[src/hw/rtl/met_pkg.sv]
// shared types, constants and helper functions for the escape-time pixel engine
// no dependencies; imported by every module of the block
`timescale 1ns / 1ps
`default_nettype none

package met_pkg;

  localparam int CfgIdxW = 3;
  localparam int PalDepth = 40;

  localparam logic [CfgIdxW-1:0] CFG_CENTER_REAL    = 3'd0;
  localparam logic [CfgIdxW-1:0] CFG_CENTER_IMAG    = 3'd1;
  localparam logic [CfgIdxW-1:0] CFG_PIXEL_STEP     = 3'd2;
  localparam logic [CfgIdxW-1:0] CFG_IMAGE_WIDTH    = 3'd3;
  localparam logic [CfgIdxW-1:0] CFG_IMAGE_HEIGHT   = 3'd4;
  localparam logic [CfgIdxW-1:0] CFG_MAX_ITERATIONS = 3'd5;

  typedef struct packed {
    logic signed [31:0] center_real;
    logic signed [31:0] center_imag;
    logic [30:0]        pixel_step;
    logic [10:0]        image_width;
    logic [10:0]        image_height;
    logic [15:0]        max_iterations;
  } cfg_t;

  typedef struct packed {
    logic signed [31:0] cr;
    logic signed [31:0] ci;
  } point_t;

  typedef struct packed {
    logic full;
    logic empty;
  } qstat_t;

  function automatic logic signed [31:0] sat32(input logic signed [65:0] v);
    if (v > 66'sd2147483647) begin
      return 32'sh7fffffff;
    end else if (v < -66'sd2147483648) begin
      return 32'sh80000000;
    end else begin
      return v[31:0];
    end
  endfunction

  // entries past the table read as black
  function automatic logic [23:0] palette_rgb(input logic [7:0] idx);
    logic [23:0] rgb;
    unique case (idx)
      8'd0:  rgb = 24'hFFB404;
      8'd1:  rgb = 24'hF09C04;
      8'd2:  rgb = 24'hDC7C04;
      8'd3:  rgb = 24'h9C4704;
      8'd4:  rgb = 24'h481404;
      8'd5:  rgb = 24'hFBB404;
      8'd6:  rgb = 24'hB44A04;
      8'd7:  rgb = 24'hB44604;
      8'd8:  rgb = 24'hA45B04;
      8'd9:  rgb = 24'h641C04;
      8'd10: rgb = 24'hBF5204;
      8'd11: rgb = 24'h2F0504;
      8'd12: rgb = 24'h8A2704;
      8'd13: rgb = 24'h511B04;
      8'd14: rgb = 24'hC05904;
      8'd15: rgb = 24'h3D1B04;
      8'd16: rgb = 24'hD89404;
      8'd17: rgb = 24'h470E04;
      8'd18: rgb = 24'h8E3004;
      8'd19: rgb = 24'hC46604;
      8'd20: rgb = 24'h3A0904;
      8'd21: rgb = 24'h842D04;
      8'd22: rgb = 24'h5F0F04;
      8'd23: rgb = 24'h5C1504;
      8'd24: rgb = 24'hA63B04;
      8'd25: rgb = 24'hF4B204;
      8'd26: rgb = 24'hC27904;
      8'd27: rgb = 24'h782904;
      8'd28: rgb = 24'h350E04;
      8'd29: rgb = 24'h500F04;
      8'd30: rgb = 24'h170304;
      8'd31: rgb = 24'hF9CC04;
      8'd32: rgb = 24'h611904;
      8'd33: rgb = 24'h7C1E04;
      8'd34: rgb = 24'h973904;
      8'd35: rgb = 24'h682404;
      8'd36: rgb = 24'hEFAB04;
      8'd37: rgb = 24'h833904;
      8'd38: rgb = 24'h6F1704;
      8'd39: rgb = 24'h040204;
      default: rgb = 24'h000000;
    endcase
    return rgb;
  endfunction

endpackage

`default_nettype wire

[src/hw/rtl/met_front.sv]
// front end: takes pixel requests and maps them to complex points
// depends on met_pkg; one shared multiplier for real and imaginary parts
`timescale 1ns / 1ps
`default_nettype none

module met_front import met_pkg::*; (
  input  logic        clk,
  input  logic        rst,
  input  logic        start,
  output logic        busy,
  input  logic [9:0]  pixel_column,
  input  logic [9:0]  pixel_row,
  input  cfg_t        cfg,
  input  qstat_t      qs,
  output logic        push,
  output point_t      push_data
);

  typedef enum logic [1:0] {
    F_IDLE,
    F_REAL,
    F_IMAG,
    F_PUSH
  } fstate_t;

  fstate_t            state;
  logic [9:0]         col;
  logic [9:0]         row;
  logic signed [43:0] prod;
  logic signed [31:0] cr;

  logic [9:0]         pix;
  logic [10:0]        size;
  logic signed [11:0] twice;
  logic signed [43:0] prod_next;
  logic signed [31:0] centre;
  logic signed [31:0] mapped;

  always_comb begin
    pix    = (state == F_REAL) ? col : row;
    size   = (state == F_REAL) ? cfg.image_width : cfg.image_height;
    twice  = $signed({1'b0, pix, 1'b0}) - $signed({1'b0, size});
    prod_next = 44'(twice) * 44'($signed({1'b0, cfg.pixel_step}));
    centre = (state == F_IMAG) ? cfg.center_real : cfg.center_imag;
    mapped = sat32(66'(centre) + 66'(prod >>> 1));
  end

  assign busy = (state != F_IDLE);
  assign push = (state == F_PUSH) && !qs.full;
  assign push_data = '{cr: cr, ci: mapped};

  always_ff @(posedge clk) begin
    if (rst) begin
      state <= F_IDLE;
    end else begin
      unique case (state)
        F_IDLE: begin
          if (start) begin
            col   <= pixel_column;
            row   <= pixel_row;
            state <= F_REAL;
          end
        end
        F_REAL: begin
          prod  <= prod_next;
          state <= F_IMAG;
        end
        F_IMAG: begin
          cr    <= mapped;
          prod  <= prod_next;
          state <= F_PUSH;
        end
        F_PUSH: begin
          if (!qs.full) begin
            state <= F_IDLE;
          end
        end
        default: state <= F_IDLE;
      endcase
    end
  end

endmodule

`default_nettype wire

[config.mk]
export PLATFORM = sky130hd
export DESIGN_NAME = met_front
export DESIGN_NICKNAME = d
export VERILOG_FILES = /design/src/hw/rtl/met_pkg.sv /design/src/hw/rtl/met_front.sv
export SDC_FILE = /design/constraint.sdc
export NUM_CORES = 1
export LEC_CHECK = 0
export ABC_CLOCK_PERIOD_IN_PS = 20400
export BUFFER_PORTS_ARGS = -buffer_cell sky130_fd_sc_hd__clkbuf_2
export CAP_MARGIN = 30
export CORE_MARGIN = 4
export CORE_UTILIZATION = 55
export DETAILED_ROUTE_END_ITERATION = 6
export PLACE_DENSITY_LB_ADDON = 0.15
export SLEW_MARGIN = 20
export SYNTH_ARGS = -nofsm -noshare
export SYNTH_HDL_FRONTEND = slang
export SYNTH_SLANG_ARGS = --single-unit
[constraint.sdc]
create_clock -name clk -period 20.4 [get_ports clk]
set_clock_uncertainty 0.1 [all_clocks]
set_input_delay 4.08 -clock clk [delete_from_list [all_inputs] [get_ports clk]]
set_output_delay 4.08 -clock clk [all_outputs]
set_load 0.03 [all_outputs]
==> metrics.csv <==
stage,metric,value,unit
sta,setup_violations,0,
synth,synthCells,2078,
min_path,hold_path_class,reg2reg,
clock_tree,clock-sinks,97,
global_routing,grt_max_degree,34,
setup_path,critical_path_class,in2reg,
routing,vias_per_cell,5.60,
flow_run,drv_cap,0,
placed_design,dp.final_hpwl,39000,µm
setup_path,crit_arrival,13.06,ns
routing,drtIter0Drc,835,
sta,rsz0062_at_grt,false,
clock_tree,post_cts_resized,0,
sta,tightest_slew,0.770,ns
synth,synth_fp_nets,2700,
layout,syn_to_final_growth,9.12,%
clock_tree,cts_tree,built,
global_routing,first_global_vias,15500,
global_routing,overflow,0,
floorplanning,die-area,0.0376,mm²
setup_path,worstPathMaxFanout,31,
synth,synth_ff_type,edfxtp_1,
layout,postLayoutCoreUtil,61.4,%
floorplanning,core.rowCount,67,
synth,synth_commonest_cells,"379 x inv_1, 305 x nand2_1, 293 x fa_1, 171 x ha_1, 95 x edfxtp_1",
synth,synth_cell_types,83,
synth,synth.area.top_cells,"fa_1 31%, edfxtp_1 15%, ha_1 11%, inv_1 7.5%, nand2_1 6.0%",
setup_path,cp.required,20.39,ns
placed_design,place.gp.congestion,0.958,
synth,synth.top_cell.area_share,30.8,%
placed_design,dp.cells,2643,
sta,post-route-period-util,64.1,%
synth,synth_edf_count,95,
floorplanning,start_util,56.3,%
placed_design,portBuffers,206,
clock_tree,ctsHoldBuffers,0,
layout,drive_above_1_share,15.3,%
routing,drt_pass1_iterations,7,
global_routing,grt_pass1_wl,78500,µm
synth,synthMostInstantiatedCell,inv_1,
clock_tree,cts_buffer_depth,2,
synth,seq_area_frac_synth,15.2,%
sta,slew_headroom,48.7,%
routing,routed_wl,47200,µm
global_routing,antenna_found_initial,0,
layout,instances_no_fill,2662,
routing,drcViolationCount,0,
routing,ant_nets,0,
clock_tree,clk_latency,0.36,ns
synth,yosys_warnings,0,
setup_path,end_kind,register,
sta,finalMaxSlewViolations,0,
sta,fin_ws,7.33,ns
status,outcome,"finished, final reports clean",
sta,hold_viol,0,
clock_tree,cts_setup_buffers,0,
floorplanning,chipWidth,194,µm
routing,vias,14900,
clock_tree,cts_root_buf,clkbuf_16,
synth,synth-async-reset-ratio,0,%
layout,nNetsFinal,2831,
synth,syn_avg_cell_area,9.15,µm²
global_routing,groute.usage.overall,25.2,%
sta,layout_min_cycle_time,13.07,ns
clock_tree,cts.clk_slew.worst_paths,0.07,ns
sta,max_freq,76.5,MHz
routing,drt-wirelength-per-cell,17.7,µm
floorplanning,core-area,0.0338,mm²
floorplanning,fp.dieH,194,µm
sta,finalSetupTns,0,ns
clock_tree,cts_buffers,9,
setup_path,cpMostUsedCell,fa_1,
synth,synth_top_area_cell,fa_1,
placed_design,place_ws,6.92,ns
setup_path,cpMaxStageDelayCell,mux2_2,
clock_tree,cts.htree.levels,3,
synth,syn-cell-area,0.0190,mm²
setup_path,slowest_delay,0.64,ns
floorplanning,ios,224,
layout,diodes,0,
synth,ys_ff_latch,97,
setup_path,start_kind,input port,
metal layers:
layer | global-route usage [%] | part of all wire [%]
met3 | 3.68 | 6.5
met1 | 36.0 | 46
met2 | 41.4 | 46
met4 | 5.73 | 1.7
met5 | 0 | 0
final timing paths:
kind	slack (ns)	from	cells after the start	end
max	7.33	cfg[16]	34	prod[43]$_DFFE_PP_
min	0.47	state[1]$_SDFFE_PP0P_	2	state[1]$_SDFFE_PP0P_
max reg2reg	10.20	state[1]$_SDFFE_PP0P_	35	prod[43]$_DFFE_PP_
min reg2reg	0.47	state[1]$_SDFFE_PP0P_	2	state[1]$_SDFFE_PP0P_
placed cells by master, fill, tap and decap left out, drive strengths merged, types with 43 or more instances in the layout:
master	instances
edfxtp	95
a21oi	81
mux2	45
a21o	43
o21ai	47
fa	293
inv	380
and2	90
nor2	63
nand2	307
xnor2	48
clkbuf	217
ha	171
kinds of logic after synthesis:
group | share of synthesized area (%)
multiplexers | 3.51
flip-flops | 15.2
XOR/XNOR | 3.41
adder cells (fa/ha/maj) | 42.1
AO/OA/AOI/OAI | 11.3
AND/OR/NAND/NOR | 14.6
buffers and inverters | 9.91
registers in the layout, indices dropped and copies added (netlist names):
register,flops
prod,43
cr,32
col,10
row,10
state,2
critical path, delay by kind of cell:
kind | cells | cell delay, ns
xor gates and xnor gates | 1 | 0.13
AOI/OAI and AO/OA | 15 | 3.26
buffers and inverters | 6 | 0.75
and+or+nand+nor | 4 | 0.82
adders and majority gates | 7 | 3.33
muxes | 1 | 0.64
stage by stage:
| stage | area [µm²] | hold slack, ns |
|---|---|---|
| floorplan | 19000 | 0.412 |
| global placement | 20400 | 0.442 |
| detailed placement | 20400 | 0.462 |
| CTS | 20700 | 0.472 |
| global route | 20700 | 0.516 |
| finish | 20700 | 0.470 |
cell type report:
| class | instances | area (µm²) |
|---|---|---|
| fill | 2938 | 13000 |
| clock buffer | 11 | 243 |
| clock inverter | 5 | 40.0 |
| tap | 448 | 561 |
| inverter | 380 | 1430 |
| timing repair buffer | 225 | 1230 |
| multi-input combinational | 1496 | 14400 |
| sequential | 97 | 2890 |
Power is not shown: default switching activity piles up to over one toggle a cycle in this logic, so the estimate is an artifact.
