`src/hw/rtl/met_pkg.sv`:
```
// shared types, constants and helper functions for the escape-time pixel engine
// no dependencies; imported by every module of the block
`timescale 1ns / 1ps
`default_nettype none

package met_pkg;

  localparam int CfgIdxW = 3;
  localparam int PalDepth = 40;

  localparam logic [CfgIdxW-1:0] CFG_CENTER_REAL    = 3'd0;
  localparam logic [CfgIdxW-1:0] CFG_CENTER_IMAG    = 3'd1;
  localparam logic [CfgIdxW-1:0] CFG_PIXEL_STEP     = 3'd2;
  localparam logic [CfgIdxW-1:0] CFG_IMAGE_WIDTH    = 3'd3;
  localparam logic [CfgIdxW-1:0] CFG_IMAGE_HEIGHT   = 3'd4;
  localparam logic [CfgIdxW-1:0] CFG_MAX_ITERATIONS = 3'd5;

  typedef struct packed {
    logic signed [31:0] center_real;
    logic signed [31:0] center_imag;
    logic [30:0]        pixel_step;
    logic [10:0]        image_width;
    logic [10:0]        image_height;
    logic [15:0]        max_iterations;
  } cfg_t;

  typedef struct packed {
    logic signed [31:0] cr;
    logic signed [31:0] ci;
  } point_t;

  typedef struct packed {
    logic full;
    logic empty;
  } qstat_t;

  function automatic logic signed [31:0] sat32(input logic signed [65:0] v);
    if (v > 66'sd2147483647) begin
      return 32'sh7fffffff;
    end else if (v < -66'sd2147483648) begin
      return 32'sh80000000;
    end else begin
      return v[31:0];
    end
  endfunction

  // entries past the table read as black
  function automatic logic [23:0] palette_rgb(input logic [7:0] idx);
    logic [23:0] rgb;
    unique case (idx)
      8'd0:  rgb = 24'hFFB404;
      8'd1:  rgb = 24'hF09C04;
      8'd2:  rgb = 24'hDC7C04;
      8'd3:  rgb = 24'h9C4704;
      8'd4:  rgb = 24'h481404;
      8'd5:  rgb = 24'hFBB404;
      8'd6:  rgb = 24'hB44A04;
      8'd7:  rgb = 24'hB44604;
      8'd8:  rgb = 24'hA45B04;
      8'd9:  rgb = 24'h641C04;
      8'd10: rgb = 24'hBF5204;
      8'd11: rgb = 24'h2F0504;
      8'd12: rgb = 24'h8A2704;
      8'd13: rgb = 24'h511B04;
      8'd14: rgb = 24'hC05904;
      8'd15: rgb = 24'h3D1B04;
      8'd16: rgb = 24'hD89404;
      8'd17: rgb = 24'h470E04;
      8'd18: rgb = 24'h8E3004;
      8'd19: rgb = 24'hC46604;
      8'd20: rgb = 24'h3A0904;
      8'd21: rgb = 24'h842D04;
      8'd22: rgb = 24'h5F0F04;
      8'd23: rgb = 24'h5C1504;
      8'd24: rgb = 24'hA63B04;
      8'd25: rgb = 24'hF4B204;
      8'd26: rgb = 24'hC27904;
      8'd27: rgb = 24'h782904;
      8'd28: rgb = 24'h350E04;
      8'd29: rgb = 24'h500F04;
      8'd30: rgb = 24'h170304;
      8'd31: rgb = 24'hF9CC04;
      8'd32: rgb = 24'h611904;
      8'd33: rgb = 24'h7C1E04;
      8'd34: rgb = 24'h973904;
      8'd35: rgb = 24'h682404;
      8'd36: rgb = 24'hEFAB04;
      8'd37: rgb = 24'h833904;
      8'd38: rgb = 24'h6F1704;
      8'd39: rgb = 24'h040204;
      default: rgb = 24'h000000;
    endcase
    return rgb;
  endfunction

endpackage

`default_nettype wire

```
`src/hw/rtl/met_queue.sv`:
```
// two-entry point queue between front end and iteration engine
// depends on met_pkg for the point and status types
`timescale 1ns / 1ps
`default_nettype none

module met_queue import met_pkg::*; (
  input  logic   clk,
  input  logic   rst,
  input  logic   push,
  input  point_t push_data,
  input  logic   pop,
  output point_t pop_data,
  output qstat_t qs
);

  point_t     entries [2];
  logic       wr_ptr;
  logic       rd_ptr;
  logic [1:0] fill;

  assign qs.full   = (fill == 2'd2);
  assign qs.empty  = (fill == 2'd0);
  assign pop_data  = entries[rd_ptr];

  always_ff @(posedge clk) begin
    if (push) begin
      entries[wr_ptr] <= push_data;
    end
  end

  always_ff @(posedge clk) begin
    if (rst) begin
      wr_ptr <= 1'b0;
      rd_ptr <= 1'b0;
      fill   <= 2'd0;
    end else begin
      if (push) begin
        wr_ptr <= ~wr_ptr;
      end
      if (pop) begin
        rd_ptr <= ~rd_ptr;
      end
      fill <= fill + {1'b0, push} - {1'b0, pop};
    end
  end

endmodule

`default_nettype wire

```
`config.mk`:
```
export PLATFORM = sky130hd
export DESIGN_NAME = met_queue
export DESIGN_NICKNAME = d
export VERILOG_FILES = /design/src/hw/rtl/met_pkg.sv /design/src/hw/rtl/met_queue.sv
export SDC_FILE = /design/constraint.sdc
export NUM_CORES = 1
export LEC_CHECK = 0
export ABC_AREA = 1
export BUFFER_PORTS_ARGS = -buffer_cell sky130_fd_sc_hd__buf_2
export CELL_PAD_IN_SITES_DETAIL_PLACEMENT = 0
export CELL_PAD_IN_SITES_GLOBAL_PLACEMENT = 2
export CORE_MARGIN = 2
export CORE_UTILIZATION = 41
export CTS_CLUSTER_SIZE = 8
export DETAILED_ROUTE_END_ITERATION = 12
export HOLD_SLACK_MARGIN = 0.03
export PLACE_DENSITY = 0.93
export SLEW_MARGIN = 15
export SYNTH_ARGS = -nofsm -noshare
export SYNTH_HDL_FRONTEND = slang
export SYNTH_SLANG_ARGS = --single-unit
```
`constraint.sdc`:
```
create_clock -name clk -period 5.29 [get_ports clk]
set_input_delay 0 -clock clk [delete_from_list [all_inputs] [get_ports clk]]
set_output_delay 0 -clock clk [all_outputs]
set_load 0.02 [all_outputs]
```
==> flow_summary.toml, run 1 <==
[power_and_ir_drop]
swShare_pct = 22.18
power_switching_uw = 615.5
power.internal_mw = 2.160
power.density_nw_per_um2 = 384.7
p_clk_share_pct = 42.6
worst_ir_drop_vdd_mv = 0.1662
seqPwrFrac_pct = 44.9
power.static_leakage_nw = 2.906
pwr-share-comb_pct = 12.4
total_power_mw = 2.775

[die]
die_w_microns = 116.0
num_rows = 40
die_h_microns = 116.0
dieArea_sq_um = 13460
core_area_sq_um = 12110
start_util_pct = 42.48
pin_count = 134

[critical_path]
r2r_setup_slack_ns = 3.29
endpoint = "pop_data[1]"
reg2reg_from = "wr_ptr"
arrival_ns = 2.31
start_kind = "flip-flop"
critical_path_class = "reg2out"
critical_path.max_fanout = 35
cp.required_ns = 5.29
end_kind = "primary output"
r2r-end = "entries[0][15]"
worst-r2r-cell-count = 2

[detailed_routing]
route.detailed.drc = 0
wire_per_inst_microns = 14.92
totalWireLength_microns = 9352
ant_nets = 0
dr.pass1.iters = 4
viasPerCell = 4.359
via_count = 2733
drt_iter0_markers = 163

[synth]
netlist_area_sq_um = 5145
synth.distinct_cells = 14
synth_edf_count = 128
yosysTopAreaCell = "edfxtp_1"
synthArstFlopShare_pct = 0
yosysMostFrequentCell = "edfxtp_1"
yosysWarnings = 0
synthCells = 230
synth.top_cell.area_share_pct = 74.71
yosys-top-cells-count = "edfxtp_1 (128), mux2_4 (60), inv_1 (8), nor2_1 (8), buf_12 (6)"
avgSynthCellArea_sq_um = 22.37
yosysSeqAreaShare_pct = 76.65
synth_area_leaders = "edfxtp_1 (75%), mux2_4 (18%), buf_12 (2.3%), dfxtp_1 (1.9%), mux2_2 (0.88%)"
syn-num-nets = 300
synth_flop_cell = "edfxtp_1"
ys_ff_latch = 133

[clock_network]
cts_setup_buffers = 0
clockBufferDepth = 2
cts.htree.levels = 4
clkTransAtPathRegs_ns = 0.06
cts.sinks = 133
cts_tree = "yes"
root_buffer = "clkbuf_16"
insertion_delay_ns = 0.41
numCtsBuffers = 17

[timing]
setup_tns_ns = 0
maxSlewHeadroom_pct = 40.04
rsz0062_at_grt = "false"
fin_skew_ns = 0.01083
finalHoldViolCount = 0
slew_viol_final = 0
tightest_slew_ns = 0.8972
fmax_mhz = 432.3
setup_viol = 0
fin_crit_ns = 2.313
period_share_pct = 43.73

[placement]
hpwl_microns = 5538
gp_congestion = 0.6555
port_buffers = 133

[worst_hold_path]
hold_class = "in2reg"

[job]
max_cap_viol_count = 0

[global_routing]
antenna_found_initial = 0
track_usage_pct = 14.41
grt_max_degree = 36
grt_first_pass_wirelength_microns = 14050
grt_remaining_overflow = 0
grt_pass1_vias = 2856

[finish]
n_antenna_cell = 0
nNetsFinal = 516
utilization_pct = 59.56
drive_above_1_share_pct = 50.98
area_delta_synth_final_pct = 40.20

[outcome]
status = "completed"
==> layout make-up <==
| class | count | area, sq um |
|---|---|---|
| clock buffers | 20 | 456.7 |
| clock inverters | 12 | 152.6 |
| inverters | 8 | 30.03 |
| multi-input cells | 82 | 1047 |
| fillers | 923 | 4898 |
| repair buffers | 204 | 1369 |
| well taps | 168 | 210.2 |
| flip-flops and latches | 133 | 3948 |
==> how the worst min path moves through the flow <==
stage               cells past startpoint              to           from
floorplan                               1         fill[0]            rst
global placement                        1   entries[1][6]   push_data[6]
detailed placement                      1   entries[0][7]   push_data[7]
CTS                                     2  entries[0][50]  push_data[50]
global route                            2  entries[0][11]  push_data[11]
finish                                  2   entries[0][2]   push_data[2]
==> registers in the layout (all words and copies together), names as in the netlist, named ones only <==
| name | flops |
|---|---|
| entries | 128 |
| wr_ptr | 1 |
| fill | 2 |
| rd_ptr | 1 |
==> kinds of logic (layout without fill, tap and decap cells) <==
logic type                 count (synthesis)  count (layout)  share of synthesized area, %
xor gates and xnor gates                   1               1                        0.1703
adders and majority gates                  2               2                        0.4863
AOI/OAI and AO/OA                          1               1                       0.09718
and+or+nand+nor                           14              14                         1.070
DFF                                      133             133                         76.65
muxes                                     64              64                         18.39
buffers and inverters                     15             244                         3.137
==> worst max-delay path, cell delays in order, from the launching register on <==
cell and delay, ns:
dfxtp_4 0.70, buf_4 0.64, mux2_2 0.40, buf_2 0.16
==> metal layers <==
metal	GRT usage (%)	vias up	wire (microns)
li1	-	1324	-
met1	15.64	1310	3700
met2	26.00	87	5024
met3	4.289	12	469
met4	6.429	0	158
met5	0	-	0
==> what timing repair did <==
item / CTS / global route
gates resized for setup: 0 / 0
hold buffers: 68 / 0
endpoints found under the hold margin: 133 / 0
==> metrics by stage <==
step	instance area [sq um]	hold WS, ns	instances	worst slack [ns]
6_report	7213	0.3210	627	2.977
5_1_grt	7213	0.3145	627	2.839
4_1_cts	7213	0.2943	627	2.912
3_5_place_dp	5923	0.1911	527	3.274
3_3_place_gp	5923	0.1883	527	3.315
2_1_floorplan	5145	0.07122	230	1.808
==> power groups by stage <==
stage                     sequential [mW]  combinational, mW  clock, mW
after CTS                            1.25              0.348       1.21
after detailed placement             1.27              0.307          0
after global placement               1.27              0.304          0
after floorplan                      1.26              0.236          0
final                                1.25              0.345       1.18
after global routing                 1.25              0.371       1.26
==> cells in the final DEF, fill, tap and decap left out, types with 2 or more instances in the layout <==
cell type	n
clkbuf_16	17
mux2_4	60
clkinv_2	3
nand2_1	4
edfxtp_1	128
nor2_1	7
bufinv_16	3
buf_4	3
mux2_2	4
clkinvlp_4	4
dfxtp_1	4
ha_1	2
buf_2	133
clkbuf_8	2
dlygate4sd3_1	68
inv_1	7
Power figures use the tool's default switching activity.
==> run 2, diff against run 1 <==
CORE_UTILIZATION = 35   (was 41)
PLACE_DENSITY = 0.86   (was 0.93)
clock period = 2.1 ns   (was 5.29 ns; I/O delays follow)
==> flow_summary.toml, run 2 (synthesis results as in run 1) <==
[global_routing]
grt_remaining_overflow = 0
track_usage_pct = 12.61
antenna_found_initial = 0
grt_first_pass_wirelength_microns = 14790
grt_pass1_vias = 2968
grt_max_degree = 47

[clock_network]
cts_tree = "yes"
clkTransAtPathRegs_ns = 0.05
clockBufferDepth = 2
cts.sinks = 133
cts-hold-fix-buffers = 68
numCtsBuffers = 17
insertion_delay_ns = 0.40
cts_setup_buffers = 0
cts.htree.levels = 4
post_cts_resized = 0
root_buffer = "clkbuf_16"

[placement]
placed_area_sq_um = 6003
pre_cts_ws_ns = 0.6831
gp_congestion = 0.6795
port_buffers = 133
hpwl_microns = 5803

[timing]
fin_skew_ns = 0.004955
setup_viol = 0
slew_viol_final = 0
fin_crit_ns = 1.823
finalHoldViolCount = 0
period_share_pct = 86.82
tightest_slew_ns = 0.5070
fmax_mhz = 548.5
rsz0062_at_grt = "false"
fin_ws_ns = 0.2768
maxSlewHeadroom_pct = 66.20

[detailed_routing]
route.detailed.drc = 0
dr.pass1.iters = 4
wl_met2_microns = 4927
met1_length_microns = 3871
wl_met3_microns = 589
wire_per_inst_microns = 14.85
drt_iter0_markers = 167
ant_nets = 0
viasPerCell = 4.285
highest_layer = "met4"
totalWireLength_microns = 9590
via_count = 2768

[finish]
drive_above_1_share_pct = 50.00
finalInstanceArea_sq_um = 7278
n_antenna_cell = 0
nNetsFinal = 519
multiInputGateArea_sq_um = 1047
largest_register = "entries"
mostFrequentLayoutCell = "buf_2"
area_delta_synth_final_pct = 41.46
utilization_pct = 50.46
regArea_sq_um = 3948
fillCellCount = 1195
largest_reg_flops = 128
layout.cells.most_common_list = "buf_2 (133), edfxtp_1 (128), dlygate4sd3_1 (68), mux2_4 (60), clkbuf_16 (17)"
reg_top3 = "entries (128), fill (2)"

[die]
num_rows = 44
die_h_microns = 125.2
die_w_microns = 125.2
dieArea_sq_um = 15690
start_util_pct = 35.67
pin_count = 134
core_area_sq_um = 14420

[critical_path]
endpoint = "pop_data[1]"
worst-r2r-cell-count = 2
end_kind = "primary output"
crit_family = "flip-flops"
crit_chain = "buf_12 -> mux2_2 -> buf_2"
slowest_delay_ns = 0.62
critical_path.max_fanout = 21
cp.required_ns = 2.10
reg2reg_from = "wr_ptr"
cp_num_cells = 3
arrival_ns = 1.82
r2r_setup_slack_ns = 0.82
start_kind = "flip-flop"
critical_path_class = "reg2out"
r2r-end = "entries[0][14]"
crit_buf_inv = 2
cpMaxStageDelayCell = "dfxtp_4"

[power_and_ir_drop]
total_power_mw = 7.006
power.density_nw_per_um2 = 962.5
worst_ir_drop_vdd_mv = 0.5693
power.static_leakage_nw = 2.932

[job]
max_cap_viol_count = 0

[outcome]
status = "completed"

[worst_hold_path]
hold_class = "in2reg"
-- run 2: changes by cell type in the layout (fill, tap and decap cells not counted) --
cell        previous run  this run
clkinvlp_4             4         1
bufinv_16              3         4
clkbuf_8               2         0
inv_6                  1         0
buf_12                 0         3
clkinv_1               0         6
clkinv_4               1         0
-- run 2: worst min path at each step --
stage | startpoint | end | cells after the start
after CTS | push_data[36] | entries[0][36] | 2
final | push_data[26] | entries[0][26] | 2
after floorplan | rst | fill[0] | 1
after detailed placement | push_data[46] | entries[0][46] | 1
after global placement | push_data[63] | entries[0][63] | 1
after global routing | push_data[39] | entries[1][39] | 2
-- run 2: layout make-up --
type,instances,share of cell area [%]
clock buffer,18,5.897
timing repair buffer,207,19.63
tap,184,3.163
inverter,8,0.4126
clock inverter,14,2.269
multi-input combinational,82,14.39
sequential,133,54.24
-- run 2: where the power goes --
part           switching [mW]  total, mW  internal (mW)
Sequential             0.0597       3.13           3.07
Combinational           0.445      0.899          0.454
Clock                    1.02       2.97           1.95
Total                    1.53       7.01           5.48
-- run 2: per-stage QoR --
| stage | hold slack (ns) | cells | TNS (ns) |
|---|---|---|---|
| floorplan | 0.07122 | 230 | -1.037 |
| global placement | 0.1871 | 546 | 0 |
| detailed placement | 0.1926 | 546 | 0 |
| CTS | 0.2901 | 646 | 0 |
| global route | 0.3031 | 646 | 0 |
| finish | 0.3157 | 646 | 0 |
-- run 2: routing by layer --
layer,track usage (%),vias to the layer above
met5,0,-
met4,6.536,0
met3,4.621,17
met2,22.12,106
met1,13.25,1314
li1,-,1331
==> run 3, diff against run 2 <==
==> constraint.sdc (replaced) <==
create_clock -name clk -period 2.1 [get_ports clk]
set_input_delay 0.525 -clock clk [delete_from_list [all_inputs] [get_ports clk]]
set_output_delay 0.525 -clock clk [all_outputs]
set_load 0.02 [all_outputs]
==> flow_summary.toml, run 3 (synthesis results as in run 1) <==
[critical_path]
cp.required_ns = 1.57
start_kind = "flip-flop"
end_kind = "primary output"
critical_path.max_fanout = 5
arrival_ns = 1.53
r2r_setup_slack_ns = 0.79
reg2reg_from = "wr_ptr"
critical_path_class = "reg2out"

[global_routing]
grt_first_pass_wirelength_microns = 13770
grt_pass1_vias = 2710
grt_util_met1_pct = 12.67
grt_remaining_overflow = 0
grt_max_degree = 66
grt.busiest_layer = "met2"
grt_util_met2_pct = 20.24
track_usage_pct = 11.86
grtUsageMet3_pct = 4.921
antenna_found_initial = 0

[worst_hold_path]
min_from = "push_data[33]"
hold_class = "in2reg"

[clock_network]
root_buffer = "clkbuf_16"
clockBufferDepth = 2
cts.htree.levels = 4
insertion_delay_ns = 0.41
cts.sinks = 133
numCtsBuffers = 17
cts_tree = "yes"
clkTransAtPathRegs_ns = 0.05

[finish]
reg_top3 = "entries (128), fill (2)"
n_antenna_cell = 0
drive_above_1_share_pct = 60.74
fillCellCount = 1260
mostFrequentLayoutCell = "edfxtp_1"
finalInstanceArea_sq_um = 6873
nNetsFinal = 462
area_delta_synth_final_pct = 33.58
layout.cells.most_common_list = "edfxtp_1 (128), buf_2 (125), mux2_4 (63), clkbuf_16 (20)"
largest_register = "entries"
instances_no_fill = 589
largest_reg_flops = 128

[timing]
period_share_pct = 97.65
fmax_mhz = 487.6
maxSlewHeadroom_pct = 74.49
fin_skew_ns = 0.004099
slew_viol_final = 0
finalHoldViolCount = 0
rsz0062_at_grt = "true"
tightest_slew_ns = 0.3827
setup_viol = 0
fin_crit_ns = 2.051

[placement]
port_buffers = 133
hpwl_microns = 5877
dp.cells = 548
placed_area_sq_um = 6035
gp_congestion = 0.6627

[detailed_routing]
drt_iter0_markers = 91
wire_per_inst_microns = 15.65
totalWireLength_microns = 9219
dr.pass1.iters = 4
ant_nets = 0
via_count = 2584
route.detailed.drc = 0
viasPerCell = 4.387

[power_and_ir_drop]
power.density_nw_per_um2 = 1038
power.static_leakage_nw = 2.770
power_switching_mw = 1.503
worst_ir_drop_vdd_mv = 0.5073
swShare_pct = 21.06
power.internal_mw = 5.631
p_clk_share_pct = 43.5
pwr-share-comb_pct = 12.8
seqPwrFrac_pct = 43.7

[die]
dieArea_sq_um = 15690
core_area_sq_um = 14420
die_w_microns = 125.2
die_h_microns = 125.2
num_rows = 44
start_util_pct = 35.67
pin_count = 134

[job]
max_cap_viol_count = 0

[outcome]
status = "completed"
## run 3: cell count changes in the layout (fill, tap and decap cells not counted), sizes merged
cell / before / now
buf: 139 / 147
clkinv: 9 / 2
clkbuf: 18 / 27
inv: 8 / 7
clkinvlp: 1 / 3
dlygate4sd3: 68 / 0
## run 3: critical path, cell delays in order, from the launching register on
cell and delay (ns):
dfxtp_4 0.36, buf_6 0.14, clkbuf_16 0.16, mux2_4 0.30
buf_2 0.16
## run 3: metal layers
metal | routed length [microns] | vias to the layer above
met5 | 0 | -
met4 | 190 | 0
met3 | 643 | 21
met2 | 4731 | 92
met1 | 3653 | 1250
li1 | - | 1221
## run 3: repair_timing
item,4_1_cts,5_1_grt
pin swaps,0,0
cloned,0,3
setup buffers,1,5
setup endpoints to repair,54,47
hold buffers,0,0
gates resized for setup,16,10
endpoints found under the hold margin,0,0
## run 3: cell type report
type                            count  area (sq um)  area share, %
Sequential cell                   133          3948          57.44
Clock inverter                      8         145.1          2.112
Inverter                            8         33.78         0.4915
Multi-Input combinational cell     82          1059          15.40
Clock buffer                       24         491.7          7.155
Tap cell                          184         230.2          3.350
Timing Repair Buffer              150         965.9          14.05
## run 3: path summary, 6_finish.rpt
check | cells after the start | to
max | 4 | pop_data[61]
min | 1 | entries[0][33]
max reg2reg | 3 | entries[1][62]
min reg2reg | 2 | rd_ptr
## run 3: power groups by stage
stage	Clock [mW]	Combinational, mW	Sequential [mW]
CTS	3.19	0.863	3.12
global placement	0	0.821	3.17
global route	3.31	0.981	3.13
floorplan	0	0.597	3.16
finish	3.10	0.916	3.11
detailed placement	0	0.834	3.18
## run 3: stage by stage
stage / hold slack [ns] / util, % / setup slack [ns] / setup TNS [ns] / total power [mW]
floorplan: 0.4799 / - / 0.1628 / 0 / 3.754
global placement: 0.4927 / 41.84 / 0.3649 / 0 / 3.989
detailed placement: 0.5064 / 41.84 / 0.3518 / 0 / 4.011
CTS: 0.2785 / 46.66 / -0.03116 / -0.4281 / 7.179
global route: 0.2806 / 47.65 / -0.01193 / -0.09016 / 7.422
finish: 0.3033 / 47.65 / 0.04928 / 0 / 7.134
